`config.mk`:
```
export PLATFORM = sky130hd
export DESIGN_NAME = int_value_cache_delta_coder_flat
export DESIGN_NICKNAME = d
export VERILOG_FILES = /design/src/ivc_pkg.sv /design/src/ivc_if.sv /design/src/int_value_cache_delta_coder.sv /design/src/ivc_delta.sv /design/src/flat_wrapper.sv
export VERILOG_INCLUDE_DIRS = /design/src /design/src/src
export SDC_FILE = /design/constraint.sdc
export NUM_CORES = 2
export LEC_CHECK = 0
export ABC_AREA = 1
export BUFFER_PORTS_ARGS = -buffer_cell sky130_fd_sc_hd__buf_2
export CORE_MARGIN = 3
export CORE_UTILIZATION = 40
export DETAILED_ROUTE_END_ITERATION = 7
export GPL_TIMING_DRIVEN = 1
export PLACE_DENSITY = 0.63
export SYNTH_ARGS = -nofsm -noshare
export SYNTH_HDL_FRONTEND = slang
export SYNTH_SLANG_ARGS = --single-unit
```
`constraint.sdc`:
```
create_clock -name clk_i -period 8.27 [get_ports clk_i]
set_input_delay 1.654 -clock clk_i [delete_from_list [all_inputs] [get_ports clk_i]]
set_output_delay 1.654 -clock clk_i [all_outputs]
set_load 0.01 [all_outputs]
```
`src/int_value_cache_delta_coder_assert.svh`:
```
// Assertion macros for the value cache delta coder.
// Depends on clk_i and rst_ni in the module that includes this file.
`ifndef INT_VALUE_CACHE_DELTA_CODER_ASSERT_SVH
`define INT_VALUE_CACHE_DELTA_CODER_ASSERT_SVH

// check outside reset
`define IVC_ASSERT(lbl, prop, msg) \
  lbl: assert property (@(posedge clk_i) disable iff (!rst_ni) (prop)) \
    else $error(msg);

// check at every edge, reset included
`define IVC_ASSERT_ALWAYS(lbl, prop, msg) \
  lbl: assert property (@(posedge clk_i) (prop)) \
    else $error(msg);

`endif

```
`src/ivc_pkg.sv`:
```
// Shared types, constants and a function of the value cache delta coder.
// No dependencies.
package ivc_pkg;

  localparam int DataWidth     = 32;
  localparam int OpW           = 2;
  localparam int IdxW          = 4;
  localparam int CfgW          = 5;
  localparam int BlkW          = 6;
  localparam int DefMaxEntries = 16;
  localparam int SlotCap       = 2;
  localparam int MinBlock      = 2;

  localparam logic [CfgW-1:0] CacheSizeRst = CfgW'(8);

  typedef enum logic [OpW-1:0] {
    OpEncode = 2'd0,
    OpGet    = 2'd1,
    OpInsert = 2'd2
  } op_e;

  typedef struct packed {
    logic                 start;
    logic                 insert;
    logic [DataWidth-1:0] value;
    logic [DataWidth-1:0] mask;
  } delta_req_t;

  typedef struct packed {
    logic                 same;
    logic [DataWidth-1:0] data;
  } delta_rsp_t;

  function automatic logic [BlkW-1:0] block_size_f(logic [DataWidth-1:0] d,
                                                    logic [DataWidth-1:0] m);
    logic [DataWidth-1:0] r;
    logic [DataWidth-1:0] run;
    logic [DataWidth-1:0] cand;
    logic [BlkW-1:0]      pos;
    r    = m | DataWidth'(1);
    run  = r & ~(r + DataWidth'(1));
    cand = (d ^ (d << 1)) & run & ~DataWidth'(1);
    pos  = '0;
    for (int j = 1; j < DataWidth; j++) begin
      if (cand[j]) begin
        pos = BlkW'(j);
      end
    end
    if (pos == '0) begin
      return BlkW'(MinBlock);
    end
    return pos + 1'b1;
  endfunction

endpackage

```
`src/ivc_if.sv`:
```
// Request and response channel interfaces of the value cache delta coder.
// Depends on ivc_pkg.
interface ivc_req_if import ivc_pkg::*; ();
  logic                 valid;
  logic                 ready;
  logic [OpW-1:0]       op;
  logic [DataWidth-1:0] value;
  logic [IdxW-1:0]      index;
  logic [DataWidth-1:0] mask;

  modport source (output valid, op, value, index, mask, input ready);
  modport sink   (input valid, op, value, index, mask, output ready);
endinterface

interface ivc_rsp_if import ivc_pkg::*; ();
  logic                 valid;
  logic                 ready;
  logic                 hit;
  logic [IdxW-1:0]      hit_index;
  logic [DataWidth-1:0] data_out;
  logic                 same_diff;
  logic [BlkW-1:0]      block_size;

  modport source (output valid, hit, hit_index, data_out, same_diff, block_size,
                  input ready);
  modport sink   (input valid, hit, hit_index, data_out, same_diff, block_size,
                  output ready);
endinterface

```
`src/int_value_cache_delta_coder.sv`:
```
// Value cache delta coder: a move-halfway-to-front recency cache of values,
// kept in one synchronous single-read single-write memory, plus delta state.
// Depends on ivc_pkg, ivc_if, ivc_delta and int_value_cache_delta_coder_assert.svh.
//
// One item is worked on at a time; the next is taken while the previous
// result still waits on the response channel. An encode starts a read and
// then walks the memory one entry per cycle until a hit or the last filled
// entry; every reordering moves one entry per cycle through the memory port
// and writes the new slot in the cycle after the last move. A miss or an
// insert passes through the delta unit (StDiff, then StDwait). The result
// is taken into the response register only while that register is free or
// being read out. No clearing pass after reset.
module int_value_cache_delta_coder import ivc_pkg::*; #(
  parameter int MAX_ENTRIES = DefMaxEntries
) (
  input  logic            clk_i,
  input  logic            rst_ni,
  input  logic            cfg_we_i,
  input  logic [CfgW-1:0] cfg_wdata_i,
  ivc_req_if.sink         req_i,
  ivc_rsp_if.source       rsp_o
);

  localparam int AW   = $clog2(MAX_ENTRIES);
  localparam int CntW = $clog2(MAX_ENTRIES + 1);
  localparam int SzW  = (CntW > CfgW) ? CntW : CfgW;
  localparam int IcW  = (CntW > IdxW) ? CntW : IdxW;

  typedef enum logic [2:0] {
    StIdle, StSearch, StCapt, StDiff, StDwait, StShift, StFinal, StResp
  } state_e;

  state_e               state_q, state_d;
  logic [CfgW-1:0]      cfg_size_q;
  logic [CntW-1:0]      fill_q, fill_d;
  logic [CntW-1:0]      s_ra_q, s_ra_d;
  logic                 cmp_v_q, cmp_v_d;
  logic [AW-1:0]        cmp_idx_q, cmp_idx_d;
  logic [AW-1:0]        sh_cur_q, sh_cur_d;
  logic [AW-1:0]        sh_lo_q, sh_lo_d;
  logic                 wb_v_q, wb_v_d;
  logic [AW-1:0]        wb_addr_q, wb_addr_d;
  logic [DataWidth-1:0] wval_q, wval_d;
  logic [OpW-1:0]       op_q, op_d;
  logic [DataWidth-1:0] val_q, val_d;
  logic [AW-1:0]        idx_q, idx_d;
  logic [DataWidth-1:0] mask_q, mask_d;
  logic                 res_hit_q, res_hit_d;
  logic [IdxW-1:0]      res_hidx_q, res_hidx_d;
  logic [DataWidth-1:0] res_data_q, res_data_d;
  logic                 res_same_q, res_same_d;
  logic                 out_v_q, out_v_d;
  logic                 out_hit_q, out_hit_d;
  logic [IdxW-1:0]      out_hidx_q, out_hidx_d;
  logic [DataWidth-1:0] out_data_q, out_data_d;
  logic                 out_same_q, out_same_d;
  logic [BlkW-1:0]      out_blk_q, out_blk_d;

  logic [DataWidth-1:0] mem [MAX_ENTRIES];
  logic [DataWidth-1:0] rdata_q;
  logic [AW-1:0]        raddr;
  logic                 we;
  logic [AW-1:0]        waddr;
  logic [DataWidth-1:0] wdata;

  delta_req_t           dreq;
  delta_rsp_t           drsp;
  logic [BlkW-1:0]      blk_size;

  logic                 accept;
  logic [SzW-1:0]       cfg_ext;
  logic [SzW-1:0]       sz_ext;
  logic [CntW-1:0]      act_sz;
  logic                 fill_full;
  logic [CntW-1:0]      start_w;
  logic [CntW-1:0]      slot_w;

  ivc_delta u_delta (
    .clk_i       (clk_i),
    .rst_ni      (rst_ni),
    .req_i       (dreq),
    .rsp_o       (drsp),
    .block_size_o(blk_size)
  );

  assign accept = req_i.valid && req_i.ready;

  always_comb begin
    cfg_ext = SzW'(cfg_size_q);
    sz_ext  = (cfg_ext == '0) ? SzW'(1) : cfg_ext;
    if (sz_ext > SzW'(MAX_ENTRIES)) begin
      sz_ext = SzW'(MAX_ENTRIES);
    end
    act_sz    = sz_ext[CntW-1:0];
    fill_full = (fill_q >= act_sz);
    start_w   = fill_full ? (act_sz - 1'b1) : fill_q;
    slot_w    = (fill_q < CntW'(SlotCap)) ? fill_q : CntW'(SlotCap);
    if (slot_w > start_w) begin
      slot_w = start_w;
    end
  end

  always_comb begin
    state_d    = state_q;
    fill_d     = fill_q;
    s_ra_d     = s_ra_q;
    cmp_v_d    = cmp_v_q;
    cmp_idx_d  = cmp_idx_q;
    sh_cur_d   = sh_cur_q;
    sh_lo_d    = sh_lo_q;
    wb_v_d     = 1'b0;
    wb_addr_d  = wb_addr_q;
    wval_d     = wval_q;
    op_d       = op_q;
    val_d      = val_q;
    idx_d      = idx_q;
    mask_d     = mask_q;
    res_hit_d  = res_hit_q;
    res_hidx_d = res_hidx_q;
    res_data_d = res_data_q;
    res_same_d = res_same_q;
    out_v_d    = out_v_q && !rsp_o.ready;
    out_hit_d  = out_hit_q;
    out_hidx_d = out_hidx_q;
    out_data_d = out_data_q;
    out_same_d = out_same_q;
    out_blk_d  = out_blk_q;
    raddr      = '0;
    we         = wb_v_q;
    waddr      = wb_addr_q;
    wdata      = rdata_q;
    dreq       = '0;
    dreq.value = val_q;
    dreq.mask  = mask_q;

    unique case (state_q)
      StIdle: begin
        raddr = AW'(req_i.index);
        if (accept) begin
          op_d       = req_i.op;
          val_d      = req_i.value;
          idx_d      = AW'(req_i.index);
          mask_d     = req_i.mask;
          res_hit_d  = 1'b0;
          res_hidx_d = '0;
          res_data_d = '0;
          res_same_d = 1'b0;
          unique case (op_e'(req_i.op))
            OpEncode: begin
              s_ra_d  = '0;
              cmp_v_d = 1'b0;
              state_d = (fill_q == '0) ? StDiff : StSearch;
            end
            OpGet: begin
              state_d = (IcW'(req_i.index) < IcW'(fill_q)) ? StCapt : StResp;
            end
            OpInsert: begin
              state_d = StDiff;
            end
            default: begin
              state_d = StResp;
            end
          endcase
        end
      end
      StSearch: begin
        raddr = s_ra_q[AW-1:0];
        if (cmp_v_q && (rdata_q == val_q)) begin
          res_hit_d  = 1'b1;
          res_hidx_d = IdxW'(cmp_idx_q);
          if (cmp_idx_q == '0) begin
            state_d = StResp;
          end else begin
            sh_cur_d = cmp_idx_q;
            sh_lo_d  = cmp_idx_q >> 1;
            wval_d   = val_q;
            state_d  = StShift;
          end
        end else if (cmp_v_q && (CntW'(cmp_idx_q) == fill_q - 1'b1)) begin
          state_d = StDiff;
        end else begin
          cmp_v_d   = (s_ra_q < fill_q);
          cmp_idx_d = s_ra_q[AW-1:0];
          if (s_ra_q < fill_q) begin
            s_ra_d = s_ra_q + 1'b1;
          end
        end
      end
      StCapt: begin
        res_data_d = rdata_q;
        if (idx_q == '0) begin
          state_d = StResp;
        end else begin
          sh_cur_d = idx_q;
          sh_lo_d  = idx_q >> 1;
          wval_d   = rdata_q;
          state_d  = StShift;
        end
      end
      StDiff: begin
        dreq.start  = 1'b1;
        dreq.insert = (op_q == OpInsert);
        state_d     = StDwait;
      end
      StDwait: begin
        res_same_d = drsp.same;
        res_data_d = drsp.data;
        wval_d     = (op_q == OpInsert) ? drsp.data : val_q;
        if (!fill_full) begin
          fill_d = fill_q + 1'b1;
        end
        sh_cur_d = start_w[AW-1:0];
        sh_lo_d  = slot_w[AW-1:0];
        state_d  = (start_w == slot_w) ? StFinal : StShift;
      end
      StShift: begin
        raddr     = sh_cur_q - 1'b1;
        wb_v_d    = 1'b1;
        wb_addr_d = sh_cur_q;
        sh_cur_d  = sh_cur_q - 1'b1;
        if ((sh_cur_q - 1'b1) == sh_lo_q) begin
          state_d = StFinal;
        end
      end
      StFinal: begin
        if (!wb_v_q) begin
          we      = 1'b1;
          waddr   = sh_lo_q;
          wdata   = wval_q;
          state_d = StResp;
        end
      end
      StResp: begin
        if (!out_v_q || rsp_o.ready) begin
          out_v_d    = 1'b1;
          out_hit_d  = res_hit_q;
          out_hidx_d = res_hidx_q;
          out_data_d = res_data_q;
          out_same_d = res_same_q;
          out_blk_d  = blk_size;
          state_d    = StIdle;
        end
      end
      default: begin
        state_d = StIdle;
      end
    endcase
  end

  always_ff @(posedge clk_i or negedge rst_ni) begin
    if (!rst_ni) begin
      state_q    <= StIdle;
      cfg_size_q <= CacheSizeRst;
      fill_q     <= '0;
      s_ra_q     <= '0;
      cmp_v_q    <= 1'b0;
      cmp_idx_q  <= '0;
      sh_cur_q   <= '0;
      sh_lo_q    <= '0;
      wb_v_q     <= 1'b0;
      wb_addr_q  <= '0;
      wval_q     <= '0;
      op_q       <= '0;
      val_q      <= '0;
      idx_q      <= '0;
      mask_q     <= '0;
      res_hit_q  <= 1'b0;
      res_hidx_q <= '0;
      res_data_q <= '0;
      res_same_q <= 1'b0;
      out_v_q    <= 1'b0;
      out_hit_q  <= 1'b0;
      out_hidx_q <= '0;
      out_data_q <= '0;
      out_same_q <= 1'b0;
      out_blk_q  <= '0;
    end else begin
      state_q    <= state_d;
      if (cfg_we_i) begin
        cfg_size_q <= cfg_wdata_i;
      end
      fill_q     <= fill_d;
      s_ra_q     <= s_ra_d;
      cmp_v_q    <= cmp_v_d;
      cmp_idx_q  <= cmp_idx_d;
      sh_cur_q   <= sh_cur_d;
      sh_lo_q    <= sh_lo_d;
      wb_v_q     <= wb_v_d;
      wb_addr_q  <= wb_addr_d;
      wval_q     <= wval_d;
      op_q       <= op_d;
      val_q      <= val_d;
      idx_q      <= idx_d;
      mask_q     <= mask_d;
      res_hit_q  <= res_hit_d;
      res_hidx_q <= res_hidx_d;
      res_data_q <= res_data_d;
      res_same_q <= res_same_d;
      out_v_q    <= out_v_d;
      out_hit_q  <= out_hit_d;
      out_hidx_q <= out_hidx_d;
      out_data_q <= out_data_d;
      out_same_q <= out_same_d;
      out_blk_q  <= out_blk_d;
    end
  end

  always_ff @(posedge clk_i) begin
    rdata_q <= mem[raddr];
    if (we) begin
      mem[waddr] <= wdata;
    end
  end

  assign req_i.ready      = (state_q == StIdle);
  assign rsp_o.valid      = out_v_q;
  assign rsp_o.hit        = out_hit_q;
  assign rsp_o.hit_index  = out_hidx_q;
  assign rsp_o.data_out   = out_data_q;
  assign rsp_o.same_diff  = out_same_q;
  assign rsp_o.block_size = out_blk_q;

  `include "int_value_cache_delta_coder_assert.svh"

  `IVC_ASSERT_ALWAYS(a_fill_bound, fill_q <= CntW'(MAX_ENTRIES), "fill count above depth")
  `IVC_ASSERT(a_fill_step, (fill_q != $past(fill_q)) |-> (fill_q == $past(fill_q) + 1'b1), "fill count moved by more than one")
  `IVC_ASSERT(a_busy_after_accept, accept |=> (state_q != StIdle), "idle right after an accepted beat")
  `IVC_ASSERT(a_wb_in_shift, wb_v_q |-> ((state_q == StShift) || (state_q == StFinal)), "write-back pending outside a shift")
  `IVC_ASSERT(a_out_from_resp, $rose(out_v_q) |-> ($past(state_q) == StResp), "response raised outside the response state")

endmodule

```
`src/ivc_delta.sv`:
```
// Delta coding state: last value, last difference and predicted block size.
// Two steps per request: form the difference, then compare and update.
// Depends on ivc_pkg.
module ivc_delta import ivc_pkg::*; (
  input  logic            clk_i,
  input  logic            rst_ni,
  input  delta_req_t      req_i,
  output delta_rsp_t      rsp_o,
  output logic [BlkW-1:0] block_size_o
);

  logic                 pend_q, pend_d;
  logic                 ins_q, ins_d;
  logic [DataWidth-1:0] nd_q, nd_d;
  logic [DataWidth-1:0] val_q, val_d;
  logic [DataWidth-1:0] mask_q, mask_d;
  logic [DataWidth-1:0] last_value_q, last_value_d;
  logic [DataWidth-1:0] last_diff_q, last_diff_d;
  logic [BlkW-1:0]      pred_q, pred_d;

  logic                 same;
  logic [DataWidth-1:0] sum;

  assign same = (nd_q == last_diff_q);
  assign sum  = (last_value_q + val_q) & mask_q;

  always_comb begin
    pend_d       = 1'b0;
    ins_d        = ins_q;
    nd_d         = nd_q;
    val_d        = val_q;
    mask_d       = mask_q;
    last_value_d = last_value_q;
    last_diff_d  = last_diff_q;
    pred_d       = pred_q;
    if (req_i.start) begin
      pend_d = 1'b1;
      ins_d  = req_i.insert;
      val_d  = req_i.value;
      mask_d = req_i.mask;
      nd_d   = req_i.insert ? req_i.value : ((req_i.value - last_value_q) & req_i.mask);
    end
    if (pend_q) begin
      last_value_d = ins_q ? sum : (val_q & mask_q);
      if (!same) begin
        last_diff_d = nd_q;
        pred_d      = block_size_f(nd_q, mask_q);
      end
    end
  end

  always_ff @(posedge clk_i or negedge rst_ni) begin
    if (!rst_ni) begin
      pend_q       <= 1'b0;
      ins_q        <= 1'b0;
      nd_q         <= '0;
      val_q        <= '0;
      mask_q       <= '0;
      last_value_q <= '0;
      last_diff_q  <= '0;
      pred_q       <= '0;
    end else begin
      pend_q       <= pend_d;
      ins_q        <= ins_d;
      nd_q         <= nd_d;
      val_q        <= val_d;
      mask_q       <= mask_d;
      last_value_q <= last_value_d;
      last_diff_q  <= last_diff_d;
      pred_q       <= pred_d;
    end
  end

  assign rsp_o.same   = same;
  assign rsp_o.data   = ins_q ? sum : nd_q;
  assign block_size_o = pred_q;

endmodule
```
`src/flat_wrapper.sv`:
```
// flat-port wrapper written by rule: the top's interface ports become plain ports
module int_value_cache_delta_coder_flat import ivc_pkg::*;
#(
  parameter int MAX_ENTRIES = DefMaxEntries
)
  (clk_i, rst_ni, cfg_we_i, cfg_wdata_i, req_i_valid, req_i_op, req_i_value, req_i_index, req_i_mask, req_i_ready, rsp_o_valid, rsp_o_hit, rsp_o_hit_index, rsp_o_data_out, rsp_o_same_diff, rsp_o_block_size, rsp_o_ready);
  ivc_req_if req_i_i ();
  ivc_rsp_if rsp_o_i ();
  input  logic clk_i;
  input  logic rst_ni;
  input  logic cfg_we_i;
  input  logic [CfgW-1:0] cfg_wdata_i;
  input wire logic [$bits(req_i_i.valid)-1:0] req_i_valid;
  input wire logic [$bits(req_i_i.op)-1:0] req_i_op;
  input wire logic [$bits(req_i_i.value)-1:0] req_i_value;
  input wire logic [$bits(req_i_i.index)-1:0] req_i_index;
  input wire logic [$bits(req_i_i.mask)-1:0] req_i_mask;
  output wire logic [$bits(req_i_i.ready)-1:0] req_i_ready;
  output wire logic [$bits(rsp_o_i.valid)-1:0] rsp_o_valid;
  output wire logic [$bits(rsp_o_i.hit)-1:0] rsp_o_hit;
  output wire logic [$bits(rsp_o_i.hit_index)-1:0] rsp_o_hit_index;
  output wire logic [$bits(rsp_o_i.data_out)-1:0] rsp_o_data_out;
  output wire logic [$bits(rsp_o_i.same_diff)-1:0] rsp_o_same_diff;
  output wire logic [$bits(rsp_o_i.block_size)-1:0] rsp_o_block_size;
  input wire logic [$bits(rsp_o_i.ready)-1:0] rsp_o_ready;
  assign req_i_i.valid = req_i_valid;
  assign req_i_i.op = req_i_op;
  assign req_i_i.value = req_i_value;
  assign req_i_i.index = req_i_index;
  assign req_i_i.mask = req_i_mask;
  assign req_i_ready = req_i_i.ready;
  assign rsp_o_valid = rsp_o_i.valid;
  assign rsp_o_hit = rsp_o_i.hit;
  assign rsp_o_hit_index = rsp_o_i.hit_index;
  assign rsp_o_data_out = rsp_o_i.data_out;
  assign rsp_o_same_diff = rsp_o_i.same_diff;
  assign rsp_o_block_size = rsp_o_i.block_size;
  assign rsp_o_i.ready = rsp_o_ready;
  int_value_cache_delta_coder #(.MAX_ENTRIES(MAX_ENTRIES)) u_core (.clk_i(clk_i), .rst_ni(rst_ni), .cfg_we_i(cfg_we_i), .cfg_wdata_i(cfg_wdata_i), .req_i(req_i_i), .rsp_o(rsp_o_i));
endmodule
```
# After elaboration in Yosys (flattened, before gate mapping)
# Memory sizes are Yosys's and may differ from the RTL's. A register that Yosys moved wholly into a read port is not among the register bits.
# Index checks and enable logic that the tools add are counted.
[word_totals]
regBits = 389
latch_bits = 0
ram_bits = 512
romBits = 0
in_bits = 80
output_inout_bits = 46
memories = 1
[memory_table]
columns = ["name", "words", "width", "read_ports", "rd_ports_with_merged_regs", "write_ports", "line", "source"]
rows = [
  ["u_core.mem", 16, 32, 1, 1, 1, "int_value_cache_delta_coder.sv:59", "logic [DataWidth-1:0] mem [MAX_ENTRIES];"],
]
[classes]
n_addsub = 9
n_mul = 0
div = 0
n_lt_le_gt_ge = 6
eq_ne = 27
n_shift = 0
mux = 105
bitwise = 11
n_reduce_logical = 32
[op_table]
columns = ["operator", "n"]
rows = [
  ["$mux W32", 10],
  ["$mux W6", 34],
  ["$pmux W32 S3", 2],
  ["$and A32 B32 Y32", 5],
  ["$eq A32 B32 Y1", 2],
  ["$mux W5", 10],
  ["$mux W4", 10],
  ["$add A32 B1 Y32 const B", 1],
  ["$add A32 B32 Y32", 1],
  ["$not A32 Y32", 1],
  ["$sub A32 B32 Y32", 1],
  ["$xor A32 B32 Y32", 1],
  ["$pmux W3 S8", 1],
  ["$pmux W4 S3", 2],
  ["$mux W3", 7],
  ["$mux W1", 17],
  ["$pmux W4 S4", 1],
  ["$ne A2 B2 Y1 const B", 7],
  ["$eq A3 B3 Y1 const B", 4],
  ["$reduce_and A2 Y1", 6],
  ["$add A5 B1 Y5 const B", 2],
  ["$logic_not A5 Y1", 2],
  ["$mux W2", 5],
  ["$pmux W5 S2", 1],
  ["36 further kinds", 57],
]

# Depth between registers and ports, before layout
[logic_depth]
depth_word = 42
depth_mapped = 38
mapped_depth_nobuf = 38

# By module
# Synthesis repeated with hierarchy kept, for this count alone.
[unflattened]
hier_cells = 4664
hier_area_um2 = 44579.0
[by_module_without_submodules]
columns = ["mod", "n_inst", "cells_per_inst", "area_each_um2", "seq_area_each_um2"]
rows = [
  ["int_value_cache_delta_coder", 1, 2985, 32690.1, 21546.9],
  ["ivc_delta", 1, 1679, 11888.9, 4204.0],
]

# Worst setup path before layout
# OpenSTA, ideal clock, no wires.
[synth_path]
path_type = "reg2reg"
startpoint = "register u_core.cfg_size_q[3], in the netlist u_core.cfg_ext[3]"
endpoint = "register u_core.state_q[0]"
t_arrival_ps = 3221
required_ps = 8149
setup_slack_ps = 4928
stages_incl_launch_ff = 20
path_buffers = 0
path_cell_list = "dfstp_2 > inv_1 > nor2_1 > inv_1 > ha_1 > nand2_1 > o21a_1 > nand3_1 > inv_1 > or2_2 > o21ai_0 > inv_1 > ha_1 > nand3_1 > or2_2 > a32oi_1 > inv_1 > nand2_1 > o211ai_1 > a22o_1"
[synth_via]
elab_chain_cells = 11
[synth_lines]
columns = ["item", "line", "source"]
rows = [
  ["from (decl)", "int_value_cache_delta_coder.sv:34", "logic [CfgW-1:0] cfg_size_q;"],
  ["from (signal assigned)", "int_value_cache_delta_coder.sv:253", "cfg_size_q <= CacheSizeRst;"],
  ["from (signal assigned)", "int_value_cache_delta_coder.sv:280", "cfg_size_q <= cfg_wdata_i;"],
  ["$logic_not A5 Y1", "int_value_cache_delta_coder.sv:90", "sz_ext = (cfg_ext == '0) ? SzW'(1) : cfg_ext;"],
  ["$mux W5 (*)", "int_value_cache_delta_coder.sv:90", ""],
  ["$gt A5 B5 Y1", "int_value_cache_delta_coder.sv:91", "if (sz_ext > SzW'(MAX_ENTRIES)) begin"],
  ["$mux W5 (*)", "int_value_cache_delta_coder.sv:91", ""],
  ["$sub A5 B1 Y5 or $ge A5 B5 Y1 (tied branches)", "int_value_cache_delta_coder.sv:96, int_value_cache_delta_coder.sv:95", ""],
  ["$mux W5 (*)", "int_value_cache_delta_coder.sv:96", "start_w = fill_full ? (act_sz - 1'b1) : fill_q;"],
  ["$gt A5 B5 Y1", "int_value_cache_delta_coder.sv:98", "if (slot_w > start_w) begin"],
  ["$mux W5", "int_value_cache_delta_coder.sv:98", ""],
  ["$eq A5 B5 Y1 (*)", "int_value_cache_delta_coder.sv:214", "state_d = (start_w == slot_w) ? StFinal : StShift;"],
  ["$mux W2 (*)", "int_value_cache_delta_coder.sv:214", ""],
  ["$pmux W3 S8 (*)", "int_value_cache_delta_coder.sv:136", "unique case (state_q)"],
  ["to (signal assigned)", "int_value_cache_delta_coder.sv:252", "state_q <= StIdle;"],
  ["to (signal assigned)", "int_value_cache_delta_coder.sv:278", "state_q <= state_d;"],
  ["to (decl)", "int_value_cache_delta_coder.sv:33", "state_e state_q, state_d;"],
]
# Mark *: on every way between the ends. The rest lies on a longest branch, timed or not.
# A chain may end at the register's enable or synchronous reset.

# Worst setup path in the final report
[layout_path]
startpoint = "register u_core.state_q[2]"
endpoint = "register u_core.rdata_q[11] (read register of u_core.mem)"
[layout_via]
elab_chain_cells = 2
[layout_lines]
columns = ["item", "line", "source"]
rows = [
  ["$eq A3 B3 Y1 (tied with other cells)", "int_value_cache_delta_coder.sv:136", ""],
  ["$pmux W4 S3 (*)", "int_value_cache_delta_coder.sv:136", ""],
  ["to (decl)", "int_value_cache_delta_coder.sv:60", "logic [DataWidth-1:0] rdata_q;"],
]
# Marks and branches as above.

==> results.tsv <==
metric	value	unit
max cap viols	0	
YS warnings	0	
final WL	125000	µm
Setup violations, final	0	
clock latency on the worst-skew pair	0.67	ns
critical path class	register to register	
critical path's slowest cell	buf_4	
Power Density	433	nW/µm²
Net Sw Power	9060	µW
Gate power share	42.5	%
Slew Limit Headroom	23.4	%
core area	108000	µm²
GRT Overall Usage	21.8	%
Worst Skew	0.0280	ns
Gate Count Post-Synth	4309	
Ports	126	
predominant post-synthesis flop cell	edfxtp_1	
final instance area	49400	µm²
clk slew on worst S/H paths	0.06	ns
placer congestion estimate	0.958	
worst setup margin	4.29	ns
Worst Path Arrival	4.58	ns
# port buffers	125	
Sink Count	933	
Area after DPL	46000	µm²
clock share of power	21.6	%
CTS tree	built	
Vias/cell	5.56	
layout cells sized above 1	12.7	%
Yosys cell types	76	
# rows	120	
dpl ws	3.74	ns
die width	336	µm
Setup Buffers After CTS	0	
asr flop ratio synth	41.7	%
Leak	0.0200	µW
RSZ-0062 raised after global routing	false	
Hold Violations, Final	0	
Max Clock Freq	251	MHz
initial antenna violation count	1	
crit-path max cell delay	0.71	ns
1st-pass router iterations	6	
total CTS buffers	96	
Initial DRC Count	3143	
deepest clock path buffer count	3	
sw frac	42.3	%
Tmin final	3.98	ns
number of global-route vias before repair	31400	
post-DP HPWL	81500	µm
largest net degree at the start of global routing	214	
peak supply drop	0.000265	V
worst path required time	8.86	ns
Hold Crit Class	register to register	
Post-synth EDFFs	512	
drt drc	0	
period utilisation layout	48.2	%
area grow syn2layout	13.5	%
Mapped Area	43500	µm²
# fillers	9920	
Crit. End Element	register	
CP dominant cell by count	inv_1	
Post-CTS Hold Fix Bufs	0	
Final nets	4585	
register area share after synthesis	59.2	%
Pint	12300	µW
WL per Instance	21.2	µm
clock root cell	clkbuf_16	
gr ovfl total	0	
global-route wire length before repair	190000	µm
Seq cells post-synth	933	
Worst-Margin Slew	1.14	ns
H-tree depth	3	
Die Area	113000	µm²
average instance area after synthesis	10.1	µm²
antenna viol nets, final	0	
sequential share of power	36.0	%
Starting Density	40.5	%
total negative slack	0	ns
Die Y	336	µm
CP Cell Sequence	inv_1 > nor2_1 > inv_1 > nor2_1 > inv_1 > nand3_4 > inv_4 > buf_4 > o21ai_0 > o22ai_1 > o211ai_1 > nand2_1	
crit path max fanout	82	
outcome	complete, no violations	
CTS resizes	0	
Setup crit start kind	register	
DR vias	32800	
fin util	45.9	%
max-slew violation count	0	
## critical path: cells and delay by family, from the launching register on
kind / cells / cell delay [ns]
AO/OA/AOI/OAI: 3 / 0.58
buffers and inverters: 5 / 2.08
flip-flops: 1 / 0.45
AND/OR/NAND/NOR: 4 / 0.73
## synth_stat cells, types with 6 or more instances
master    count  area (µm²)
a21oi_1     132         661
clkbuf_1    183         687
a211oi_1      8        60.1
o21a_1        8        60.1
edfxtp_1    512       15400
nor2_1      304        1140
o21ai_1      14        70.1
xor2_1       68         596
xnor2_1      27         236
a21boi_0      8        60.1
mux2i_1      44         440
a211o_1       6        52.6
o22ai_1      61         382
o21bai_1      8        60.1
dfxtp_1      32         641
nand3_1     116         581
or2_2        92         576
buf_1         8        30.0
o21ai_0     593        2970
a22oi_1      18         135
clkinv_1      7        26.3
mux2_2       35         394
nor4_1       14        87.6
inv_2         6        22.5
nand4_1      43         269
nand2_2       6        37.5
dfrtp_1     388        9710
nor3_1       36         180
inv_1       369        1390
o211ai_1     79         593
buf_2        13        65.1
a31oi_1      11        68.8
nand2_1     769        2890
o221ai_1    120        1050
ha_1         90        1130
a221oi_1      8        70.1
## state kept, by name, indices dropped and copies added, names as in the netlist, 5 cells and up
signal	flops
u_core.u_delta.nd_q	32
u_core.val_q	32
u_core.wval_q	32
u_core.s_ra_q	5
u_core.u_delta.last_value_q	32
u_core.u_delta.block_size_o	6
u_core.mask_q	32
u_core.cfg_ext	5
u_core.rdata_q	32
u_core.mem	512
u_core.u_delta.last_diff_q	32
u_core.fill_q	5
u_core.rsp_o.data_out	32
u_core.u_delta.val_q	32
u_core.rsp_o.block_size	6
u_core.u_delta.mask_q	32
u_core.res_data_q	32
## cell families (layout without fill, tap and decap cells)
group / count (synthesis) / in the layout / synth area share [%]
compound gates: 1107 / 1107 / 15.2
buf+inv: 587 / 772 / 5.10
mux: 79 / 79 / 1.92
flops: 933 / 933 / 59.2
xor+xnor: 95 / 95 / 1.91
simple gates: 1415 / 1415 / 14.0
fa+ha+maj: 92 / 92 / 2.68
other cells: 1 / 4 / 0.00862
## power groups by stage
stage,Clock [µW],Combinational [µW],Sequential (µW)
2_1_floorplan,0,6210,7360
3_3_place_gp,0,8780,7730
3_5_place_dp,0,8950,7740
4_1_cts,4700,9010,7660
5_1_grt,4890,10100,7800
6_report,4620,9090,7700
## placed cells by master, fill, tap and decap left out, types with 9 or more instances in the layout
| cell | netlist | final |
|---|---|---|
| a22oi_1 | 18 | 18 |
| nor2_4 | 4 | 22 |
| clkinv_1 | 7 | 15 |
| a21oi_1 | 132 | 131 |
| dfrtp_1 | 388 | 386 |
| nand4_1 | 43 | 43 |
| ha_1 | 90 | 90 |
| clkinv_2 | 1 | 22 |
| nor2_1 | 304 | 283 |
| o21ai_0 | 593 | 593 |
| bufinv_16 | 0 | 14 |
| buf_4 | 0 | 81 |
| edfxtp_1 | 512 | 512 |
| a31oi_1 | 11 | 11 |
| o22ai_1 | 61 | 61 |
| clkbuf_1 | 183 | 13 |
| nand3_1 | 116 | 114 |
| nor4_1 | 14 | 14 |
| or2_2 | 92 | 92 |
| mux2i_1 | 44 | 44 |
| o211ai_1 | 79 | 79 |
| xor2_1 | 68 | 68 |
| inv_1 | 369 | 367 |
| nor3_1 | 36 | 36 |
| o221ai_1 | 120 | 120 |
| buf_2 | 13 | 124 |
| clkbuf_8 | 0 | 9 |
| nand2_1 | 769 | 765 |
| nand2_2 | 6 | 10 |
| xnor2_1 | 27 | 27 |
| clkbuf_16 | 0 | 100 |
| o21ai_1 | 14 | 14 |
| dfxtp_1 | 32 | 32 |
| mux2_2 | 35 | 35 |
## through the flow
stage                     total power (µW)  hold WS (ns)  instances
after global placement               16500         0.458       5718
after global routing                 22800         0.489       5899
after detailed placement             16700         0.459       5718
final                                21400         0.473       5900
after floorplan                      13600         0.442       4311
after CTS                            21400         0.474       5899
## layout make-up
cell class	instances	area, µm²	share of cell area, %
inverter	383	1450	2.93
clock buffer	122	2680	5.42
tap	1403	1760	3.55
timing repair buffer	208	1280	2.60
multi-input combinational	2791	15700	31.9
sequential	933	25800	52.1
clock inverter	59	729	1.48
antenna	1	2.50	0.00507
## final timing paths
| check | start | slack [ns] | to | depth (start not counted) |
|---|---|---|---|---|
| min in group asynchronous | rst_ni | 0.95 | u_core.mask_q[6]$_DFFE_PN0P_ | 1 |
| hold reg to reg | u_core.mask_q[7]$_DFFE_PN0P_ | 0.47 | u_core.mask_q[7]$_DFFE_PN0P_ | 2 |
| max in group asynchronous | rst_ni | 5.90 | u_core.s_ra_q[1]$_DFFE_PN0P_ | 2 |
| hold / removal | u_core.mask_q[7]$_DFFE_PN0P_ | 0.47 | u_core.mask_q[7]$_DFFE_PN0P_ | 2 |
| setup reg to reg | u_core.state_q[2]$_DFFE_PN0P_ | 4.29 | u_core.rdata_q[11]$_DFF_P_ | 12 |
| setup / recovery | u_core.state_q[2]$_DFFE_PN0P_ | 4.29 | u_core.rdata_q[11]$_DFF_P_ | 12 |
## routing by layer
metal	global-route usage, %	share of wire, %
met1	30.6	44
met2	35.4	47
met3	2.65	6.6
met4	6.87	2.8
met5	0	0
(Power assumes the default switching activity.)
